**src/rtl/sct_pkg.sv**
```systemverilog
// ----------------------------------------------------------------------------
// sct_pkg
// Shared types, token codes and character classes of the source tokenizer.
// ----------------------------------------------------------------------------
package sct_pkg;

    localparam int POSITION_BITS     = 24;
    localparam int MAX_NUMBER_DIGITS = 10;
    localparam int MAX_WORD_LENGTH   = 255;

    typedef enum logic [2:0] {
        M_IDLE   = 3'd0,
        M_OPER   = 3'd1,
        M_NUMBER = 3'd2,
        M_WORD   = 3'd3,
        M_STRING = 3'd4,
        M_ESCAPE = 3'd5
    } t_mode;

    localparam logic [5:0] K_EOF     = 6'd0;
    localparam logic [5:0] K_INT     = 6'd1;
    localparam logic [5:0] K_STRING  = 6'd2;
    localparam logic [5:0] K_SBYTE   = 6'd3;
    localparam logic [5:0] K_IDENT   = 6'd4;
    localparam logic [5:0] K_TYPE    = 6'd5;
    localparam logic [5:0] K_ERROR   = 6'd6;
    localparam logic [5:0] K_UNKNOWN = 6'd7;
    localparam logic [5:0] K_AND     = 6'd24;
    localparam logic [5:0] K_OR      = 6'd25;

    typedef struct packed {
        logic [5:0]  kind;
        logic [30:0] value;
        logic [23:0] start;
        logic [15:0] length;
    } t_token;

    function automatic logic [5:0] held_base(input logic [7:0] c);
        case (c)
            8'h2B:   return 6'd8;
            8'h2D:   return 6'd10;
            8'h2A:   return 6'd12;
            8'h2F:   return 6'd14;
            8'h3D:   return 6'd16;
            8'h21:   return 6'd18;
            8'h3C:   return 6'd20;
            8'h3E:   return 6'd22;
            default: return 6'd0;
        endcase
    endfunction

    function automatic logic [5:0] single_kind(input logic [7:0] c);
        case (c)
            8'h28:   return 6'd26;
            8'h29:   return 6'd27;
            8'h3B:   return 6'd28;
            8'h3A:   return 6'd29;
            8'h7B:   return 6'd30;
            8'h7D:   return 6'd31;
            8'h5B:   return 6'd32;
            8'h5D:   return 6'd33;
            8'h2C:   return 6'd34;
            8'h25:   return 6'd35;
            default: return 6'd0;
        endcase
    endfunction

    function automatic logic is_numeral(input logic [7:0] c);
        return c inside {[8'h30:8'h39]};
    endfunction

    function automatic logic is_word_letter(input logic [7:0] c);
        return (c inside {[8'h61:8'h7A]}) || (c inside {[8'h41:8'h5A]}) || (c == 8'h5F);
    endfunction

endpackage

```
**src/rtl/sct_keyword.sv**
```systemverilog
// ----------------------------------------------------------------------------
// sct_keyword
// Keyword and type-name match of a finished word, all compares in parallel.
// ----------------------------------------------------------------------------
module sct_keyword import sct_pkg::*; (
    input  logic [47:0] i_window,
    input  logic [15:0] i_length,
    output logic [5:0]  o_kind,
    output logic [1:0]  o_code
);
    always_comb begin
        o_kind = K_IDENT;
        o_code = 2'd0;
        case (i_length)
            16'd2: begin
                if (i_window == 48'h6966) o_kind = 6'd36;
                else if (i_window == 48'h666E) o_kind = 6'd37;
            end
            16'd3: begin
                if (i_window == 48'h766172) o_kind = 6'd38;
                else if (i_window == 48'h696E74) o_kind = K_TYPE;
            end
            16'd4: begin
                if (i_window == 48'h74727565) o_kind = 6'd39;
                else if (i_window == 48'h626F6F6C) begin
                    o_kind = K_TYPE;
                    o_code = 2'd1;
                end else if (i_window == 48'h656C7365) o_kind = 6'd40;
            end
            16'd5: begin
                if (i_window == 48'h66616C7365) o_kind = 6'd41;
                else if (i_window == 48'h7768696C65) o_kind = 6'd42;
            end
            16'd6: begin
                if (i_window == 48'h72657475726E) o_kind = 6'd43;
                else if (i_window == 48'h737472696E67) begin
                    o_kind = K_TYPE;
                    o_code = 2'd2;
                end
            end
            default: o_kind = K_IDENT;
        endcase
    end
endmodule

```
**src/rtl/source_char_tokenizer.sv**
```systemverilog
// ----------------------------------------------------------------------------
// source_char_tokenizer
// Streaming lexer: one source byte in, up to two tokens out.
// ----------------------------------------------------------------------------
// Input channel i_valid/o_ready carries one source byte per transfer; a zero
// byte ends the source, flushes any pending token, emits EOF and restarts the
// offset count. Output channel o_valid/i_ready carries one token per transfer
// with kind, value, start offset, length and run_last, which marks the last
// token caused by a byte.
// A byte is lexed in the cycle it is accepted, against the scanner state, and
// its tokens land in a two-entry result register the next cycle. A byte is
// accepted in any cycle in which the result register is empty or its last
// token is being sent; a byte that makes two tokens holds the input while
// its first token leaves. Throughput is one byte per cycle otherwise, while
// the receiver is ready, set by the single-pass lexing logic and the
// one-token-per-cycle output port.
// Synchronous active-low reset returns the scanner to idle, offset zero, and
// empties the result register. When the receiver stalls, the token holds and
// input stops while any token waits.
// ----------------------------------------------------------------------------
module source_char_tokenizer import sct_pkg::*; (
    input  logic        i_clk,
    input  logic        i_rst_n,
    input  logic        i_valid,
    output logic        o_ready,
    input  logic [7:0]  i_source_byte,
    output logic        o_valid,
    input  logic        i_ready,
    output logic [5:0]  o_token_kind,
    output logic [30:0] o_token_value,
    output logic [23:0] o_start_offset,
    output logic [15:0] o_token_length,
    output logic        o_run_last
);
    t_mode       r_mode, n_mode;
    logic [7:0]  r_held, n_held;
    logic [33:0] r_acc, n_acc;
    logic [3:0]  r_digits, n_digits;
    logic [15:0] r_wlen, n_wlen;
    logic [47:0] r_window, n_window;
    logic [23:0] r_pos, n_pos;
    logic [23:0] r_start, n_start;

    t_token      r_tok0, r_tok1, n_tok0, n_tok1;
    logic [1:0]  r_cnt, n_cnt;
    logic        r_sel;

    logic [5:0]  w_kw_kind;
    logic [1:0]  w_kw_code;
    logic        w_take;
    logic [7:0]  c;
    logic        again;
    t_token      e0, e1, ef;
    logic [1:0]  ne;
    logic [5:0]  k;

    sct_keyword u_kw (
        .i_window(r_window),
        .i_length(r_wlen),
        .o_kind  (w_kw_kind),
        .o_code  (w_kw_code)
    );

    assign o_valid = (r_cnt != 2'd0);
    assign o_ready = (r_cnt == 2'd0) || (i_ready && r_cnt == 2'd1);
    assign w_take  = i_valid && o_ready;
    assign c       = i_source_byte;

    assign o_token_kind   = r_sel ? r_tok1.kind   : r_tok0.kind;
    assign o_token_value  = r_sel ? r_tok1.value  : r_tok0.value;
    assign o_start_offset = r_sel ? r_tok1.start  : r_tok0.start;
    assign o_token_length = r_sel ? r_tok1.length : r_tok0.length;
    assign o_run_last     = (r_cnt == 2'd1);

    always_comb begin
        n_mode   = r_mode;
        n_held   = r_held;
        n_acc    = r_acc;
        n_digits = r_digits;
        n_wlen   = r_wlen;
        n_window = r_window;
        n_start  = r_start;
        again    = 1'b0;
        e0       = '0;
        e1       = '0;
        ef       = '0;
        ne       = 2'd0;
        k        = 6'd0;
        case (r_mode)
            M_OPER: begin
                n_mode = M_IDLE;
                if (r_held == 8'h26 || r_held == 8'h7C) begin
                    if (c == r_held) begin
                        e0 = '{(r_held == 8'h26) ? K_AND : K_OR, 31'd0, r_start, 16'd2};
                    end else begin
                        e0 = '{K_ERROR, 31'd0, r_start, 16'd1};
                        again = 1'b1;
                    end
                end else if (c == 8'h3D) begin
                    e0 = '{held_base(r_held) + 6'd1, 31'd0, r_start, 16'd2};
                end else begin
                    e0 = '{held_base(r_held), 31'd0, r_start, 16'd1};
                    again = 1'b1;
                end
                ne = 2'd1;
            end
            M_NUMBER: begin
                if (is_numeral(c) && r_digits < 4'(MAX_NUMBER_DIGITS)) begin
                    n_acc    = 34'((r_acc << 3) + (r_acc << 1) + {30'd0, c[3:0]});
                    n_digits = r_digits + 4'd1;
                end else begin
                    if (r_acc > 34'd2147483647)
                        e0 = '{K_ERROR, 31'd0, r_start, {12'd0, r_digits}};
                    else
                        e0 = '{K_INT, r_acc[30:0], r_start, {12'd0, r_digits}};
                    ne = 2'd1;
                    again = 1'b1;
                end
            end
            M_WORD: begin
                if (is_word_letter(c)) begin
                    if (r_wlen >= 16'(MAX_WORD_LENGTH)) begin
                        e0 = '{K_ERROR, 31'd0, r_start,
                               (r_wlen == 16'hFFFF) ? 16'hFFFF : r_wlen + 16'd1};
                        ne = 2'd1;
                        n_mode = M_IDLE;
                    end else begin
                        n_wlen   = r_wlen + 16'd1;
                        n_window = {r_window[39:0], c};
                    end
                end else begin
                    e0 = '{w_kw_kind, {29'd0, w_kw_code}, r_start, r_wlen};
                    ne = 2'd1;
                    again = 1'b1;
                end
            end
            M_STRING: begin
                if (c == 8'h22) begin
                    e0 = '{K_STRING, 31'd0, r_start, r_wlen};
                    ne = 2'd1;
                    n_mode = M_IDLE;
                end else if (c == 8'h00) begin
                    e0 = '{K_ERROR, 31'd0, r_start, r_wlen};
                    ne = 2'd1;
                    again = 1'b1;
                end else if (c == 8'h5C) begin
                    n_mode = M_ESCAPE;
                end else begin
                    e0 = '{K_SBYTE, {23'd0, c}, r_pos, 16'd1};
                    ne = 2'd1;
                    if (r_wlen != 16'hFFFF) n_wlen = r_wlen + 16'd1;
                end
            end
            M_ESCAPE: begin
                if (c == 8'h00) begin
                    e0 = '{K_ERROR, 31'd0, r_start, r_wlen};
                    ne = 2'd1;
                    again = 1'b1;
                end else begin
                    case (c)
                        8'h6E:   e0.value = 31'd10;
                        8'h74:   e0.value = 31'd9;
                        8'h72:   e0.value = 31'd13;
                        8'h30:   e0.value = 31'd0;
                        default: e0.value = {23'd0, c};
                    endcase
                    e0.kind   = K_SBYTE;
                    e0.start  = r_pos - 24'd1;
                    e0.length = 16'd2;
                    ne = 2'd1;
                    if (r_wlen != 16'hFFFF) n_wlen = r_wlen + 16'd1;
                    n_mode = M_STRING;
                end
            end
            default: again = 1'b1;
        endcase

        if (again) begin
            n_mode = M_IDLE;
            k = single_kind(c);
            if (c == 8'h20 || c == 8'h09 || c == 8'h0A || c == 8'h0D) begin
                n_mode = M_IDLE;
            end else if (c == 8'h00) begin
                ef = '{K_EOF, 31'd0, r_pos, 16'd0};
            end else if (held_base(c) != 6'd0 || c == 8'h26 || c == 8'h7C) begin
                n_mode  = M_OPER;
                n_held  = c;
                n_start = r_pos;
            end else if (k != 6'd0) begin
                ef = '{k, 31'd0, r_pos, 16'd1};
            end else if (is_numeral(c)) begin
                n_mode   = M_NUMBER;
                n_acc    = {30'd0, c[3:0]};
                n_digits = 4'd1;
                n_start  = r_pos;
            end else if (is_word_letter(c)) begin
                n_mode   = M_WORD;
                n_wlen   = 16'd1;
                n_window = {40'd0, c};
                n_start  = r_pos;
            end else if (c == 8'h22) begin
                n_mode  = M_STRING;
                n_wlen  = 16'd0;
                n_start = r_pos + 24'd1;
            end else begin
                ef = '{K_UNKNOWN, 31'd0, r_pos, 16'd1};
            end
            if (ef.kind != 6'd0 || c == 8'h00 || ef.length != 16'd0) begin
                if (ne == 2'd0) e0 = ef;
                else            e1 = ef;
                ne = ne + 2'd1;
            end
        end
        n_pos = (c == 8'h00) ? 24'd0 : r_pos + 24'd1;
    end

    always_comb begin
        n_tok0 = r_tok0;
        n_tok1 = r_tok1;
        n_cnt  = r_cnt;
        if (o_valid && i_ready) n_cnt = r_cnt - 2'd1;
        if (w_take) begin
            n_tok0 = e0;
            n_tok1 = e1;
            n_cnt  = ne;
        end
    end

    always_ff @(posedge i_clk) begin
        if (!i_rst_n) begin
            r_mode   <= M_IDLE;
            r_held   <= '0;
            r_acc    <= '0;
            r_digits <= '0;
            r_wlen   <= '0;
            r_window <= '0;
            r_pos    <= '0;
            r_start  <= '0;
            r_cnt    <= '0;
            r_sel    <= 1'b0;
        end else begin
            r_cnt <= n_cnt;
            if (w_take) begin
                r_mode   <= n_mode;
                r_held   <= n_held;
                r_acc    <= n_acc;
                r_digits <= n_digits;
                r_wlen   <= n_wlen;
                r_window <= n_window;
                r_pos    <= n_pos;
                r_start  <= n_start;
                r_sel    <= 1'b0;
            end else if (o_valid && i_ready) begin
                r_sel <= 1'b1;
            end
        end
    end

    always_ff @(posedge i_clk) begin
        r_tok0 <= n_tok0;
        r_tok1 <= n_tok1;
    end
endmodule

```
**config.mk**
```make
export PLATFORM = sky130hd
export DESIGN_NAME = source_char_tokenizer
export DESIGN_NICKNAME = d
export VERILOG_FILES = /design/src/rtl/sct_pkg.sv /design/src/rtl/sct_keyword.sv /design/src/rtl/source_char_tokenizer.sv
export SDC_FILE = /design/constraint.sdc
export NUM_CORES = 1
export LEC_CHECK = 0
export ABC_AREA = 0
export BUFFER_PORTS_ARGS = -buffer_cell sky130_fd_sc_hd__buf_2
export CAP_MARGIN = 20
export CORE_ASPECT_RATIO = 1.2
export CORE_MARGIN = 3
export CORE_UTILIZATION = 60
export DETAILED_ROUTE_END_ITERATION = 8
export GPL_ROUTABILITY_DRIVEN = 1
export PLACE_DENSITY = 0.79
export SETUP_SLACK_MARGIN = 0.1
export SKIP_CTS_REPAIR_TIMING = 1
export SLEW_MARGIN = 0
export SYNTH_ARGS = -nofsm -noshare
export SYNTH_HDL_FRONTEND = slang
export SYNTH_SLANG_ARGS = --single-unit
```
**constraint.sdc**
```tcl
create_clock -name i_clk -period 7.3 [get_ports i_clk]
set_input_delay 2.19 -clock i_clk [delete_from_list [all_inputs] [get_ports i_clk]]
set_output_delay 2.19 -clock i_clk [all_outputs]
set_load 0.01 [all_outputs]
```
[After elaboration in Yosys (flattened, before gate mapping)]
Index checks and enable logic that the tools add are counted.
Widths: inputs -> output; s select.
Word-level totals
  memories: 0
  memory bits (read-only): 0
  flip-flop bits (word level): 318
  latch bits: 0
  RAM bits: 0
  bits of input ports: 12
  word-level logic and storage cells: 287
Operators by class
  $add $sub $neg: 9
  reductions and logical operators: 35
  order comparisons: 9
  div/mod/pow operators: 0
  $mul: 0
  muxes and demuxes: 139
  shifts and indexed selects: 0
  eq/ne operators: 72
  bitwise gates (word level): 5
Operators with widths (count)
  $mux 77: 11
  $mux 74: 9
  $mux 48: 10
  $pmux 77 s5: 1
  $mux 16: 17
  $mux 34: 8
  $eq 8x6->1 const B: 27
  $mux 24: 7
  $eq 48x31->1 const B: 3
  $mux 6: 17
  $eq 48x15->1 const B: 2
  $eq 48x23->1 const B: 2
  $eq 48x39->1 const B: 2
  $eq 48x47->1 const B: 2
  $eq 8x7->1 const B: 11
  $pmux 5 s8: 2
  $mux 76: 1
  $mux 73: 1
  $pmux 6 s10: 1
  $eq 16x3->1 const B: 3
  $pmux 16 s3: 1
  $mux 3: 14
  $add 34x34->34: 1
  $add 34x4->34: 1
  51 further kinds: 115

[Logic depth before layout (Yosys ltp)]
  word-level depth: 20
  gate-level depth with buffers: 14
  gate-level depth less buffers: 13

[Hierarchy]
A second synthesis with hierarchy kept.
Second synthesis, totals
  cell total of the unflattened synthesis: 1919
  area total of the unflattened synthesis: 16505.8 µm²
By module, submodules not included
  source_char_tokenizer: area an instance 15728.8 µm², instances 1, cells an instance 1807
  sct_keyword: area an instance 777.0 µm², instances 1, cells an instance 112

[Worst setup path before layout]
No wires, ideal clock.
  kind: input-to-reg
  from: input port i_ready
  to: register r_cnt[1]
  cell stages on the path: 8
  path buffers: 2
  path slack: 0.834 ns
  arrival: 6.388 ns
  path through: nand2_1 -> nand2_1 -> nand2_1 -> inv_1 -> clkbuf_1 -> clkbuf_1 -> o211ai_1 -> a21oi_1
On the way
  longest elaborated chain between the ends: 4
Ends and longest elaborated chain
  start, declared: line source_char_tokenizer.sv:28  | input logic i_ready,
  $logic_and 1x1->1 *: line source_char_tokenizer.sv:65  | assign o_ready = (r_cnt == 2'd0) || (i_ready && r_cnt == 2'd1);
  $logic_or 1x1->1 *: line source_char_tokenizer.sv:65
  named net o_ready: line source_char_tokenizer.sv:25  | output logic o_ready,
  $logic_and 1x1->1 *: line source_char_tokenizer.sv:66  | assign w_take = i_valid && o_ready;
  named net w_take: line source_char_tokenizer.sv:50  | logic w_take;
  $mux 2 / $reduce_bool 2->1 (equally long branches)
  end signal, assigned: line source_char_tokenizer.sv:242  | r_cnt <= n_cnt;
  end, declared: line source_char_tokenizer.sv:45  | logic [1:0] r_cnt, n_cnt;
The timed path passes the listed nets; every way through them passes the cells marked *.
A chain may end at the register's enable or synchronous reset.

==> Flow_metrics.wiki <==
{| class="wikitable"
! Metric !! Value
|-
| Run status || finished, final reports clean
|-
| Worst Clk Skew || roughly 0.011 ns
|-
| Leakage power figure || around 7 nW
|-
| Worst path bufs/invs || 2
|-
| Setup-failing EPs final || 0
|-
| Max stage delay on crit path || 0.62 ns
|-
| Total area of multi-input combinational cells || 0.00967 sq mm
|-
| Instance count of the mapped netlist || approximately 1,900
|-
| Clock edge transition at the registers on the reported setup and hold paths || around 0.06 ns
|-
| Sequential share of the synthesized area || roughly 39%
|-
| Synthesized Nets || 2,015
|-
| FF/Latch Area || roughly 0.0065 sq mm
|-
| Fraction of final layout cells with drive strength greater than 1 || between 10 and 15%
|-
| Final max-slew violation count || 0
|-
| Cell-by-cell trace of the critical path || buf_2 -> or4_1 -> nor2_1 -> o32a_1 -> nand3_1 -> nor4_4 -> or2_1 -> buf_4 -> nor2b_2 -> and2_1
|-
| Synth Area in Compound Gates || between 20% and 30%
|-
| Power per Cell Area || between 200 and 250 mW/mm^2
|-
| Dominant combinational cell family by area after synthesis || simple AND/OR/NAND/NOR gates
|-
| Most repeated cell in the gate-level netlist after synthesis || sky130_fd_sc_hd__nor2_1
|-
| Global routing usage summed across all routing layers || between 20% and 30%
|-
| Number of cells on the worst reg-to-reg path || 11
|-
| Levels on crit path || 10
|-
| Max H-tree Level || 1
|-
| Cell internal power dissipation || approximately 3 mW
|-
| CTS Sinks || between 200 and 300
|-
| Routed vias/inst || 6.44
|-
| Number of storage elements in the synthesis netlist || between 200 and 300
|-
| Wire length reported by the detailed router || 45,700 um
|-
| Starting density of the core || between 60% and 70%
|-
| Remaining antenna violation count || 0
|-
| Count of cell types in the netlist || 96
|-
| Relative contribution of the clock network to total power || a little over a third
|-
| Category of the worst setup path launch point || input port
|-
| Clock tree from TritonCTS || done
|-
| CTS Root Buffer Type || sky130_fd_sc_hd__clkbuf_16
|-
| Total inserted antenna cells || 0
|-
| Number of primary I/O pins || 92
|-
| Type of the tightest min-delay check || reg -> reg
|-
| Critical path data required time || ~7.6 ns
|-
| Maximum number of pins on one net before global-route repair || slightly below 90
|-
| RSZ-0062 raised after global routing || no
|-
| Leading cell types by total area after synthesis || sky130_fd_sc_hd__dfxtp_1 (20%), sky130_fd_sc_hd__edfxtp_1 (19%), sky130_fd_sc_hd__ha_1 (5.7%)
|-
| Kind of critical path || in -> reg
|-
| Switching share of power || about 31%
|-
| Fraction of registers with async set or reset after synthesis || 0%
|-
| Number of remaining DRC errors || 0
|-
| Cell accounting for the most synthesized area || sky130_fd_sc_hd__dfxtp_1
|-
| Final Hold Fails || 0
|-
| Share of synthesized cell area in and, or, nand and nor gates || about a quarter
|-
| Global placement routability congestion || about 0.95
|-
| Worst slew margin || 28.1%
|-
| Destination of the worst register-to-register timing path || r_tok0[55]$_DFFE_PP_
|-
| End point of the critical path || r_tok0[55]$_DFFE_PP_
|-
| Chip Width || approximately 160 um
|-
| Master of the slowest instance on the critical path || sky130_fd_sc_hd__or4_1
|-
| Tcrit/Tclk final || between 70% and 80%
|-
| Top cells by count, synth || sky130_fd_sc_hd__nor2_1 (176), sky130_fd_sc_hd__nand2_1 (175), sky130_fd_sc_hd__dfxtp_1 (164)
|-
| Crit. End Element || register
|-
| Share of synthesized cell area in full adder, half adder and majority cells || under 10%
|-
| Area of the die || roughly 0.030 sq mm
|-
| Post-layout nets || about 2,000
|-
| Synth Area per Inst || around 9 sq um
|-
| Gate family responsible for the most delay along the worst path || simple AND/OR/NAND/NOR gates
|-
| Gr ovfl total || 0
|-
| Area of the placeable core || between 0.02 and 0.03 sq mm
|-
| First-pass GRT wire length || about 74,000 um
|-
| Tmin final || between 5 and 6 ns
|-
| MaxCap Viol Count || 0
|-
| P&R area growth vs syn || 9.71%
|-
| Largest driver fanout on the critical path || 35
|-
| Initial detailed-routing violation count || 1,275
|-
| Mapped Area || 0.0168 sq mm
|-
| Sequential Power Share || a little over two fifths
|-
| Number of enable-type register cells in the synthesized netlist || between 100 and 150
|-
| Number of buffers created by CTS || 29
|-
| Summed negative setup slack over all endpoints || 0 ns
|-
| Tightest Pin Transition || 1.08 ns
|-
| Maximum operating frequency || approximately 190 MHz
|-
| Placed inst area || between 0.015 and 0.02 sq mm
|-
| Hold Slack || 0.485 ns
|-
| Clk buf depth || 3
|-
| Combinational Power Share || 22.4%
|-
| Post-synth top area share || between 10% and 20%
|-
| Max IR drop VDD || around 0.00021 V
|-
| Slack of the worst reg-to-reg path || about 3.0 ns
|-
| Die outline height || about 190 um
|-
| Router iterations before antenna repair || 6
|-
| Top_reg_cell synth || sky130_fd_sc_hd__dfxtp_1
|-
| Worst setup startpoint || i_source_byte[1]
|-
| Launching point of the worst reg2reg path || r_wlen[0]$_SDFFE_PN0P_
|-
| Post-route core utilization || between 60% and 70%
|-
| Via count of the first global-routing pass || ~15,000
|-
| Switching power || between 1 and 1.5 mW
|-
| Number of antenna violations at the first check in global routing || 0
|-
| Filler instances || 2,192
|-
| Mux cell area share after synthesis || between 2 and 3%
|-
| Yosys warning total || 0
|-
| Post-Synth XOR/XNOR Area || under 10%
|-
| Critical Path AT || between 5 and 6 ns
|-
| Floorplan row count || 66
|-
| HPWL after detailed placement || 31,400 um
|-
| Drt wl/cell || about 20 um
|-
| Count of port buffers added during placement || about 90
|-
| Worst-Skew Late Latency || roughly 0.55 ns
|-
| Number of vias after detailed routing || roughly 15,000
|-
| Post-route design area || 0.0185 sq mm
|}
## flip-flops by register name, indices dropped and copies added, names as in the netlist, 2 cells and up, named ones only
signal    count
r_held        8
r_start      24
r_tok1       30
r_acc        33
r_window     40
r_wlen       16
r_pos        24
r_mode        3
r_digits      4
r_tok0       77
r_cnt         2
## placed cells by master (no fill, tap or decap), drive strengths merged, types with 45 or more instances in the layout
cell / instances
a21oi: 100
a22o: 70
and2: 64
buf: 117
clkbuf: 45
dfxtp: 164
edfxtp: 107
ha: 76
nand2: 175
nand3: 65
nor2: 178
nor2b: 74
o21ai: 135
## worst min-delay path by stage
stage                               from                         to  depth (start not counted)
2_1_floorplan                   register                   register                          2
3_3_place_gp   r_window[42]$_SDFFE_PN0P_  r_window[42]$_SDFFE_PN0P_                          1
3_5_place_dp   r_window[42]$_SDFFE_PN0P_  r_window[42]$_SDFFE_PN0P_                          1
4_1_cts        r_window[47]$_SDFFE_PN0P_  r_window[47]$_SDFFE_PN0P_                          1
5_1_grt        r_window[47]$_SDFFE_PN0P_  r_window[47]$_SDFFE_PN0P_                          1
6_report       r_window[42]$_SDFFE_PN0P_  r_window[42]$_SDFFE_PN0P_                          1
## power by group through the flow
| stage | Sequential, mW | Combinational, mW | Clock [mW] |
|---|---|---|---|
| 3_5_place_dp | 1.86 | 0.938 | 0 |
| 5_1_grt | 1.85 | 1.05 | 1.59 |
| 2_1_floorplan | 1.83 | 0.660 | 0 |
| 3_3_place_gp | 1.86 | 0.924 | 0 |
| 6_report | 1.83 | 0.967 | 1.51 |
| 4_1_cts | 1.83 | 0.944 | 1.53 |
## stage by stage
| stage | total power [mW] | setup WS (ns) | cells |
|---|---|---|---|
| 2_1_floorplan | 2.49 | 0.834 | 1925 |
| 3_3_place_gp | 2.78 | 1.53 | 2282 |
| 3_5_place_dp | 2.80 | 1.45 | 2283 |
| 4_1_cts | 4.31 | 2.03 | 2336 |
| 5_1_grt | 4.49 | 1.79 | 2340 |
| 6_report | 4.31 | 1.98 | 2340 |
## final cells by class
| type | instances | share of cell area (%) |
|---|---|---|
| Clock buffer | 45 | 4.64 |
| Clock inverter | 8 | 0.664 |
| Inverter | 42 | 0.868 |
| Multi-Input combinational cell | 1483 | 52.4 |
| Sequential cell | 271 | 35.2 |
| Tap cell | 374 | 2.53 |
| Timing Repair Buffer | 117 | 3.73 |
## per-layer routing
| layer | global-route usage [%] | vias up | wire [um] |
|---|---|---|---|
| met3 | 3.61 | 147 | 3310 |
| met5 | 0 | - | 0 |
| li1 | - | 7142 | - |
| met4 | 13.5 | 0 | 2050 |
| met2 | 51.3 | 645 | 22100 |
| met1 | 36.0 | 7138 | 18200 |
## cell families after synthesis
kind of cell               after synthesis
AOI/OAI and AO/OA                      533
muxes                                   39
xor gates and xnor gates                70
adders and majority gates               79
and+or+nand+nor                        762
buffers and inverters                  171
DFF                                    271
## worst register-to-register path, stage by stage, from the launching register on
cell	delay, ns
sky130_fd_sc_hd__dfxtp_1	0.54
sky130_fd_sc_hd__ha_1	0.48
sky130_fd_sc_hd__nand3_1	0.24
sky130_fd_sc_hd__nor3_1	0.58
sky130_fd_sc_hd__or3_1	0.35
sky130_fd_sc_hd__o21ai_2	0.15
sky130_fd_sc_hd__a31oi_2	0.33
sky130_fd_sc_hd__nor4_4	0.08
sky130_fd_sc_hd__or2_1	0.23
sky130_fd_sc_hd__buf_4	0.27
sky130_fd_sc_hd__nor2b_2	0.66
sky130_fd_sc_hd__and2_1	0.24
No activity file was read; power rests on OpenSTA's default activity.
